$ cat src/rtl/ccs_pkg.sv
// ----------------------------------------------------------------------------
// ccs_pkg
// Shared constants and types for the comment stripper: character codes and
// the per-byte step result handed from the lexer to the output queue.
// ----------------------------------------------------------------------------
`default_nettype none

package ccs_pkg;

    // Character codes
    localparam logic [7:0] CH_SQUOTE = 8'd39;
    localparam logic [7:0] CH_DQUOTE = 8'd34;
    localparam logic [7:0] CH_HASH   = 8'd35;
    localparam logic [7:0] CH_NL     = 8'd10;
    localparam logic [7:0] CH_BSLASH = 8'd92;
    localparam logic [7:0] CH_SLASH  = 8'd47;
    localparam logic [7:0] CH_STAR   = 8'd42;
    localparam logic [7:0] CH_SPACE  = 8'd32;

    // Output queue
    localparam int unsigned QUEUE_DEPTH = 4;

    // Result words produced by one input byte (zero, one or two)
    typedef struct packed {
        logic [1:0] count;
        logic [7:0] ch0;
        logic       last0;
        logic [7:0] ch1;
        logic       last1;
    } ccs_step_t;

endpackage

`default_nettype wire

$ cat src/rtl/ccs_lexer.sv
// ----------------------------------------------------------------------------
// ccs_lexer
// Lexer state machine. For each accepted byte it decides combinationally which
// words go out and updates the lexer state and the directive-line flag.
// ----------------------------------------------------------------------------
`default_nettype none

module ccs_lexer
    import ccs_pkg::*;
(
    input  wire logic       aclk,
    input  wire logic       aresetn,
    input  wire logic       step,
    input  wire logic [7:0] ch,
    input  wire logic       end_of_text,
    output ccs_step_t       result
);

    typedef enum logic [3:0] {
        ST_NORMAL   = 4'd0,
        ST_SLASH    = 4'd1,
        ST_BLOCK    = 4'd2,
        ST_BLOCK_ST = 4'd3,
        ST_LINE     = 4'd4,
        ST_LINE_BS  = 4'd5,
        ST_DQ       = 4'd6,
        ST_DQ_ESC   = 4'd7,
        ST_SQ       = 4'd8,
        ST_SQ_ESC   = 4'd9
    } state_t;

    state_t state_reg, state_next;
    logic   dir_reg, dir_next;

    // Plain-text handling of the current byte
    state_t plain_state;
    logic   plain_dir;
    logic   plain_emit;

    always_comb begin
        plain_state = ST_NORMAL;
        plain_dir   = dir_reg;
        plain_emit  = 1'b1;
        if (ch == CH_SLASH) begin
            plain_state = ST_SLASH;
            plain_emit  = 1'b0;
        end else if (ch == CH_DQUOTE) begin
            plain_state = ST_DQ;
        end else if (ch == CH_SQUOTE) begin
            plain_state = ST_SQ;
        end else if (ch == CH_HASH) begin
            plain_dir = 1'b1;
        end else if (ch == CH_NL) begin
            plain_dir = 1'b0;
        end
    end

    // Next state and emitted words
    always_comb begin
        state_next   = state_reg;
        dir_next     = dir_reg;
        result.count = 2'd0;
        result.ch0   = ch;
        result.ch1   = ch;
        result.last0 = 1'b0;
        result.last1 = 1'b0;

        unique case (state_reg)
            ST_SLASH: begin
                if (ch == CH_STAR) begin
                    state_next = ST_BLOCK;
                    if (dir_reg) begin
                        result.count = 2'd1;
                        result.ch0   = CH_SPACE;
                    end
                end else if (ch == CH_SLASH) begin
                    state_next = ST_LINE;
                end else begin
                    // emit the held slash, then the byte as plain text
                    result.count = 2'd2;
                    result.ch0   = CH_SLASH;
                    state_next   = plain_state;
                    dir_next     = plain_dir;
                end
            end
            ST_BLOCK: begin
                if (ch == CH_STAR) begin
                    state_next = ST_BLOCK_ST;
                end
            end
            ST_BLOCK_ST: begin
                if (ch == CH_SLASH) begin
                    state_next = ST_NORMAL;
                end else if (ch != CH_STAR) begin
                    state_next = ST_BLOCK;
                end
            end
            ST_LINE: begin
                if (ch == CH_NL) begin
                    result.count = 2'd1;
                    state_next   = ST_NORMAL;
                    dir_next     = 1'b0;
                end else if (ch == CH_BSLASH) begin
                    state_next = ST_LINE_BS;
                end
            end
            ST_LINE_BS: begin
                if (ch != CH_BSLASH) begin
                    state_next = ST_LINE;
                end
            end
            ST_DQ: begin
                result.count = 2'd1;
                if (ch == CH_BSLASH) begin
                    state_next = ST_DQ_ESC;
                end else if (ch == CH_DQUOTE) begin
                    state_next = ST_NORMAL;
                end else if (ch == CH_NL) begin
                    state_next = ST_NORMAL;
                    dir_next   = 1'b0;
                end
            end
            ST_DQ_ESC: begin
                result.count = 2'd1;
                state_next   = ST_DQ;
            end
            ST_SQ: begin
                result.count = 2'd1;
                if (ch == CH_BSLASH) begin
                    state_next = ST_SQ_ESC;
                end else if (ch == CH_SQUOTE) begin
                    state_next = ST_NORMAL;
                end else if (ch == CH_NL) begin
                    state_next = ST_NORMAL;
                    dir_next   = 1'b0;
                end
            end
            ST_SQ_ESC: begin
                result.count = 2'd1;
                state_next   = ST_SQ;
            end
            default: begin
                // plain text, also covers unused codes
                result.count = plain_emit ? 2'd1 : 2'd0;
                state_next   = plain_state;
                dir_next     = plain_dir;
            end
        endcase

        // End of text: flush a held slash, mark the final word, restart
        if (end_of_text) begin
            if (state_next == ST_SLASH) begin
                result.count = 2'd1;
                result.ch0   = CH_SLASH;
            end
            result.last0 = (result.count == 2'd1);
            result.last1 = (result.count == 2'd2);
            state_next   = ST_NORMAL;
            dir_next     = 1'b0;
        end
    end

    // Hold lexer state, advance on each accepted byte
    always_ff @(posedge aclk) begin
        if (!aresetn) begin
            state_reg <= ST_NORMAL;
            dir_reg   <= 1'b0;
        end else if (step) begin
            state_reg <= state_next;
            dir_reg   <= dir_next;
        end
    end

endmodule

`default_nettype wire

$ cat src/rtl/c_comment_stripper.sv
// A byte's words are registered into the output queue when it is accepted.
// Throughput: one byte per cycle unless the queue lacks room for two words; a
// byte that yields two words (a late slash plus the byte) is absorbed by a 4-word queue.
// Input is taken whenever the queue has room for two words.
// Reset (aresetn, synchronous, active low) returns the lexer to plain text,
// clears the directive flag and empties the output queue.
// ----------------------------------------------------------------------------
// c_comment_stripper
// Removes C and C++ comments from a byte stream. The lexer decides each byte
// combinationally and pushes up to two result words into a small output queue.
// ----------------------------------------------------------------------------
`default_nettype none

module c_comment_stripper
    import ccs_pkg::*;
#(
    parameter int unsigned DEPTH = QUEUE_DEPTH
)
(
    input  wire logic       aclk,
    input  wire logic       aresetn,
    input  wire logic       s_valid,
    output logic            s_ready,
    input  wire logic [7:0] s_ch,
    input  wire logic       s_end_of_text,
    output logic            m_valid,
    input  wire logic       m_ready,
    output logic [7:0]      m_out_ch,
    output logic            m_out_last
);

    localparam int unsigned PW = (DEPTH > 1) ? $clog2(DEPTH) : 1;
    localparam int unsigned CW = $clog2(DEPTH + 1);

    ccs_step_t step_res;
    logic      s_fire;
    logic      m_fire;

    logic [7:0]    q_ch_reg   [DEPTH];
    logic          q_last_reg [DEPTH];
    logic [PW-1:0] wr_ptr_reg, wr_ptr_next;
    logic [PW-1:0] rd_ptr_reg, rd_ptr_next;
    logic [CW-1:0] count_reg, count_next;
    logic [PW-1:0] wr_ptr_plus1;

    // Accept while two free slots remain
    assign s_ready = (count_reg <= CW'(DEPTH - 2));
    assign s_fire  = s_valid && s_ready;
    assign m_valid = (count_reg != '0);
    assign m_fire  = m_valid && m_ready;

    assign m_out_ch   = q_ch_reg[rd_ptr_reg];
    assign m_out_last = q_last_reg[rd_ptr_reg];

    ccs_lexer u_lexer (
        .aclk        (aclk),
        .aresetn     (aresetn),
        .step        (s_fire),
        .ch          (s_ch),
        .end_of_text (s_end_of_text),
        .result      (step_res)
    );

    // Pointer and fill arithmetic, wrapping at DEPTH
    always_comb begin
        wr_ptr_plus1 = (wr_ptr_reg == PW'(DEPTH - 1)) ? '0 : wr_ptr_reg + 1'b1;
        wr_ptr_next  = wr_ptr_reg;
        if (s_fire && step_res.count == 2'd1) begin
            wr_ptr_next = wr_ptr_plus1;
        end else if (s_fire && step_res.count == 2'd2) begin
            wr_ptr_next = (wr_ptr_plus1 == PW'(DEPTH - 1)) ? '0 : wr_ptr_plus1 + 1'b1;
        end
        rd_ptr_next = rd_ptr_reg;
        if (m_fire) begin
            rd_ptr_next = (rd_ptr_reg == PW'(DEPTH - 1)) ? '0 : rd_ptr_reg + 1'b1;
        end
        count_next = count_reg
                   + (s_fire ? CW'(step_res.count) : CW'(0))
                   - (m_fire ? CW'(1) : CW'(0));
    end

    // Hold queue control
    always_ff @(posedge aclk) begin
        if (!aresetn) begin
            wr_ptr_reg <= '0;
            rd_ptr_reg <= '0;
            count_reg  <= '0;
        end else begin
            wr_ptr_reg <= wr_ptr_next;
            rd_ptr_reg <= rd_ptr_next;
            count_reg  <= count_next;
        end
    end

    // Write result words into the queue
    always_ff @(posedge aclk) begin
        if (s_fire && step_res.count != 2'd0) begin
            q_ch_reg[wr_ptr_reg]   <= step_res.ch0;
            q_last_reg[wr_ptr_reg] <= step_res.last0;
        end
        if (s_fire && step_res.count == 2'd2) begin
            q_ch_reg[wr_ptr_plus1]   <= step_res.ch1;
            q_last_reg[wr_ptr_plus1] <= step_res.last1;
        end
    end

endmodule

`default_nettype wire
$ cat config.mk
export PLATFORM = sky130hd
export DESIGN_NAME = c_comment_stripper
export DESIGN_NICKNAME = d
export VERILOG_FILES = /design/src/rtl/ccs_pkg.sv /design/src/rtl/ccs_lexer.sv /design/src/rtl/c_comment_stripper.sv
export SDC_FILE = /design/constraint.sdc
export NUM_CORES = 1
export LEC_CHECK = 0
export BUFFER_PORTS_ARGS = -buffer_cell sky130_fd_sc_hd__buf_4
export CORE_UTILIZATION = 30
export DETAILED_ROUTE_END_ITERATION = 8
export HOLD_SLACK_MARGIN = 0.1
export PLACE_DENSITY = 0.43
export SETUP_SLACK_MARGIN = 0.02
export SLEW_MARGIN = 0
export SYNTH_ARGS = -nofsm -noshare
export SYNTH_HDL_FRONTEND = slang
export SYNTH_SLANG_ARGS = --single-unit
$ cat constraint.sdc
create_clock -name aclk -period 3.2 [get_ports aclk]
set_input_delay 0 -clock aclk [delete_from_list [all_inputs] [get_ports aclk]]
set_output_delay 0 -clock aclk [all_outputs]
set_load 0.02 [all_outputs]
==> summary.md <==
| Metric | Value |
|---|---|
| Largest net degree at the start of global routing | `20` |
| Final HPWL DP | `slightly below 6000 um` |
| Final setup fails | `0` |
| GRT Overall Usage | `roughly 16%` |
| RSZ-0062 raised after global routing | `false` |
| Status | `completed` |
| Sequential area share after synthesis | `about 45%` |
| Top cell type's share of synthesized area | `a little over a third` |
| Mapped cell area | `slightly above 3000 um2` |
| Yosys warning count | `0` |
| Tightest Pin Transition | `693.4 ps` |
| Switching power share of the total | `between 30% and 40%` |
| Clk sinks | `50` |
| Syn nets | `between 300 and 400` |
| Number of fill cells | `about 1.0k` |
| Area grow syn2layout | `21.38%` |
| Setup bufs post-CTS | `0` |
| Total CTS buffers | `5` |
| Global-route wire length before repair | `12,750 um` |
| Die Area | `about 11,000 um2` |
| N_diodes | `0` |
| HP Class | `primary input to register` |
| Final GP Congestion | `0.8689` |
| Slew HR | `between 50% and 60%` |
| Setup crit start | `s_ch[5]` |
| Total Routed Length | `about 7900 um` |
| # port buffers | `23` |
| R2R Path Start | `u_lexer.state_reg[3]$_SDFFE_PN0P_` |
| Crit path launch type | `primary input` |
| Tmin final | `~3000 ps` |
| Critical Path AT | `roughly 3200 ps` |
| CP Class | `primary input to register` |
| Psw | `approximately 570 uW` |
| Starting Density | `between 30% and 40%` |
| Cell row count | `36` |
| Number of remaining DRC errors | `0` |
| Avg Cell Area, Syn | `10.46 um2` |
| CTS tree | `done` |
| Fin nets | `roughly 360` |
| CTS Root Cell | `clkbuf_8` |
| Die Wd | `around 100 um` |
| Final Hold Viols | `0` |
| Netlist cell types | `between 50 and 60` |
| Final worst-path cycle share | `a little over nine tenths` |
| DRT Pass-1 Iters | `4` |
| Fin util | `about 38%` |
| Vias per inst | `approximately 5.2` |
| Reg2reg setup slack | `~170 ps` |
| Post-synthesis register bit count | `50` |
| Fmax | `329.1 MHz` |
| Die Span Y | `102.9 um` |
| Setup crit end kind | `register` |
| Lkg Pwr | `1.319 nW` |
| Reg2reg end | `count_reg[2]$_SDFF_PN0_` |
| Layout cell share with drive strength beyond 1 | `26.71%` |
| Initial antenna violation count | `0` |
| CTS H-tree depth | `2` |
| Sequential Power Share | `47.0%` |
| GRT overflow | `0` |
| Final setup TNS | `0 ps` |
| Setup Skew | `approximately 2.9 ps` |
| Vias in the first global route | `between 2k and 2.5k` |
| Worst-case clock buffer depth | `2` |
| Critical Path Sink | `count_reg[2]$_SDFF_PN0_` |
| I/O pins | `24` |
| EDFF count, synth | `36` |
| Max Fanout on Critical Path | `9` |
| Setup slack after layout | `161.2 ps` |
| Fin Hold WS | `~170 ps` |
| Clock group share of total power | `21.5%` |
| Max Slew Vio Count | `0` |
| Clk_lat worst skew | `around 300 ps` |
| Top_reg_cell synth | `edfxtp_1` |
| Worst R2R Path Depth | `14` |
| Worst-path clk slew | `about 100 ps` |
| 1st-iter DRT viols | `between 100 and 150` |
| Max reg flops | `32` |
| Max cap viols | `0` |
| Worst IR drop on VDD | `between 150 and 200 uV` |
| Yosys top cell by area | `edfxtp_1` |
| FFs w/ async S/R, synth | `0%` |
| Antenna Violating Nets Remaining | `0` |
| Pwr per Cell Area | `approximately 480 nW/um2` |
| Drt wl/cell | `about 17 um` |
| Int Pwr | `approximately 1.2 mW` |
| Gate count after technology mapping | `about 290` |
| Combinational share of power | `31.5%` |
| Placement Setup Slack | `13.24 ps` |
| Via count | `between 2k and 2.5k` |
| CP required | `about 3400 ps` |
| Synth area leaders | `edfxtp_1 35%, dfxtp_1 9.2%, mux4_2 6.6%` |
| Core area | `~9800 um2` |
[worst min-delay path by stage]
stage / startpoint / end / slack (ps) / cells past startpoint
6_report: s_ch[3] / q_ch_reg[2][3]$_DFFE_PP_ / 170 / 3
4_1_cts: s_ch[3] / q_ch_reg[2][3]$_DFFE_PP_ / 150 / 3
3_5_place_dp: aresetn / count_reg[0]$_SDFF_PN0_ / 280 / 2
2_1_floorplan: aresetn / count_reg[0]$_SDFF_PN0_ / 130 / 1
5_1_grt: s_valid / u_lexer.state_reg[0]$_SDFFE_PN0P_ / 180 / 3
3_3_place_gp: aresetn / count_reg[0]$_SDFF_PN0_ / 280 / 2
[repair_timing]
| item | 4_1_cts | 5_1_grt |
|---|---|---|
| hold buffers | 7 | 0 |
| pin swaps | 0 | 4 |
| resized for setup | 1 | 9 |
| endpoints found under the hold margin | 22 | 0 |
| setup endpoints to repair | 1 | 1 |
[placed cells by master (no fill, tap or decap), drive strengths merged, types with 4 or more instances in the layout]
| master | n |
|---|---|
| nand3 | 9 |
| nor3 | 5 |
| nor4bb | 4 |
| nor3b | 7 |
| dlygate4sd3 | 7 |
| dfxtp | 14 |
| mux4 | 9 |
| buf | 46 |
| clkbuf | 5 |
| o22ai | 17 |
| and2 | 6 |
| o21ai | 12 |
| inv | 15 |
| nand2 | 20 |
| nor2 | 16 |
| or2 | 9 |
| nor2b | 15 |
| edfxtp | 36 |
| a31o | 4 |
| a21oi | 18 |
| ha | 11 |
[worst max-delay path, stage by stage]
cell           delay, ps
dlygate4sd3_1        540
buf_4                170
or4_4                560
or3_4                360
a31oi_4              200
and2_4               170
inv_1                 40
ha_1                 260
inv_1                 50
ha_1                 130
inv_1                 50
fa_2                 350
xnor2_2              140
xnor2_1              150
nor2_1                50
[cell type report]
type,instances,area (um2),area share (%)
tap,133,166.4,4.487
sequential,50,1363,36.74
clock inverter,3,21.27,0.5735
timing repair buffer,53,415.4,11.20
clock buffer,5,68.82,1.856
inverter,15,56.30,1.518
multi-input combinational,211,1618,43.62
[cell families (layout without fill, tap and decap cells)]
logic type | count (synthesis) | in the layout | synth area share [%]
muxes | 12 | 12 | 7.617
DFF | 50 | 50 | 44.55
AOI/OAI and AO/OA | 73 | 73 | 15.93
buffers and inverters | 31 | 76 | 4.177
adders and majority gates | 12 | 12 | 5.160
xor gates and xnor gates | 3 | 3 | 0.8601
and+or+nand+nor | 111 | 111 | 21.70
[per-stage QoR]
step                      total power, mW  std cells  cell area [um2]
after floorplan                     1.201        292             3055
after global placement              1.399        455             3496
after detailed placement            1.396        455             3496
after CTS                           1.786        470             3659
after global routing                1.878        470             3709
final                               1.775        470             3709
[power by group through the flow]
stage          Sequential, mW  Combinational, mW  Clock (mW)
4_1_cts                 0.839              0.553       0.395
5_1_grt                 0.850              0.617       0.411
2_1_floorplan           0.812              0.388           0
3_5_place_dp            0.854              0.542           0
6_report                0.834              0.559       0.382
3_3_place_gp            0.854              0.545           0
[synthesized netlist by cell type (2+ instances only)]
| master | n |
|---|---|
| nor3b_2 | 4 |
| nor3b_1 | 3 |
| buf_1 | 2 |
| edfxtp_1 | 36 |
| or4b_2 | 2 |
| a31o_2 | 4 |
| o22ai_1 | 17 |
| nor2b_1 | 15 |
| or2_2 | 6 |
| or3_1 | 2 |
| dfxtp_1 | 14 |
| mux2i_1 | 3 |
| nor2_1 | 15 |
| o41ai_1 | 3 |
| nor4_1 | 2 |
| nor4bb_1 | 4 |
| ha_1 | 11 |
| mux4_2 | 9 |
| clkbuf_1 | 7 |
| nand4_1 | 3 |
| a211oi_1 | 3 |
| a31oi_1 | 2 |
| nor4b_1 | 2 |
| nor3_1 | 5 |
| buf_2 | 6 |
| or4_1 | 3 |
| or2_1 | 3 |
| nand4b_1 | 2 |
| xnor2_1 | 2 |
| inv_1 | 15 |
| a21oi_1 | 17 |
| nand2_1 | 20 |
| nand3_1 | 9 |
| o21ai_0 | 12 |
| and2_1 | 6 |
[metal layers]
layer	vias up	global-route usage (%)	wire, um
met5	-	0	0
met4	0	4.334	77
met3	6	2.102	301
met2	54	26.67	3828
met1	1183	21.44	3656
li1	1198	-	-
Note: power is estimated with default switching activity, not from simulation.
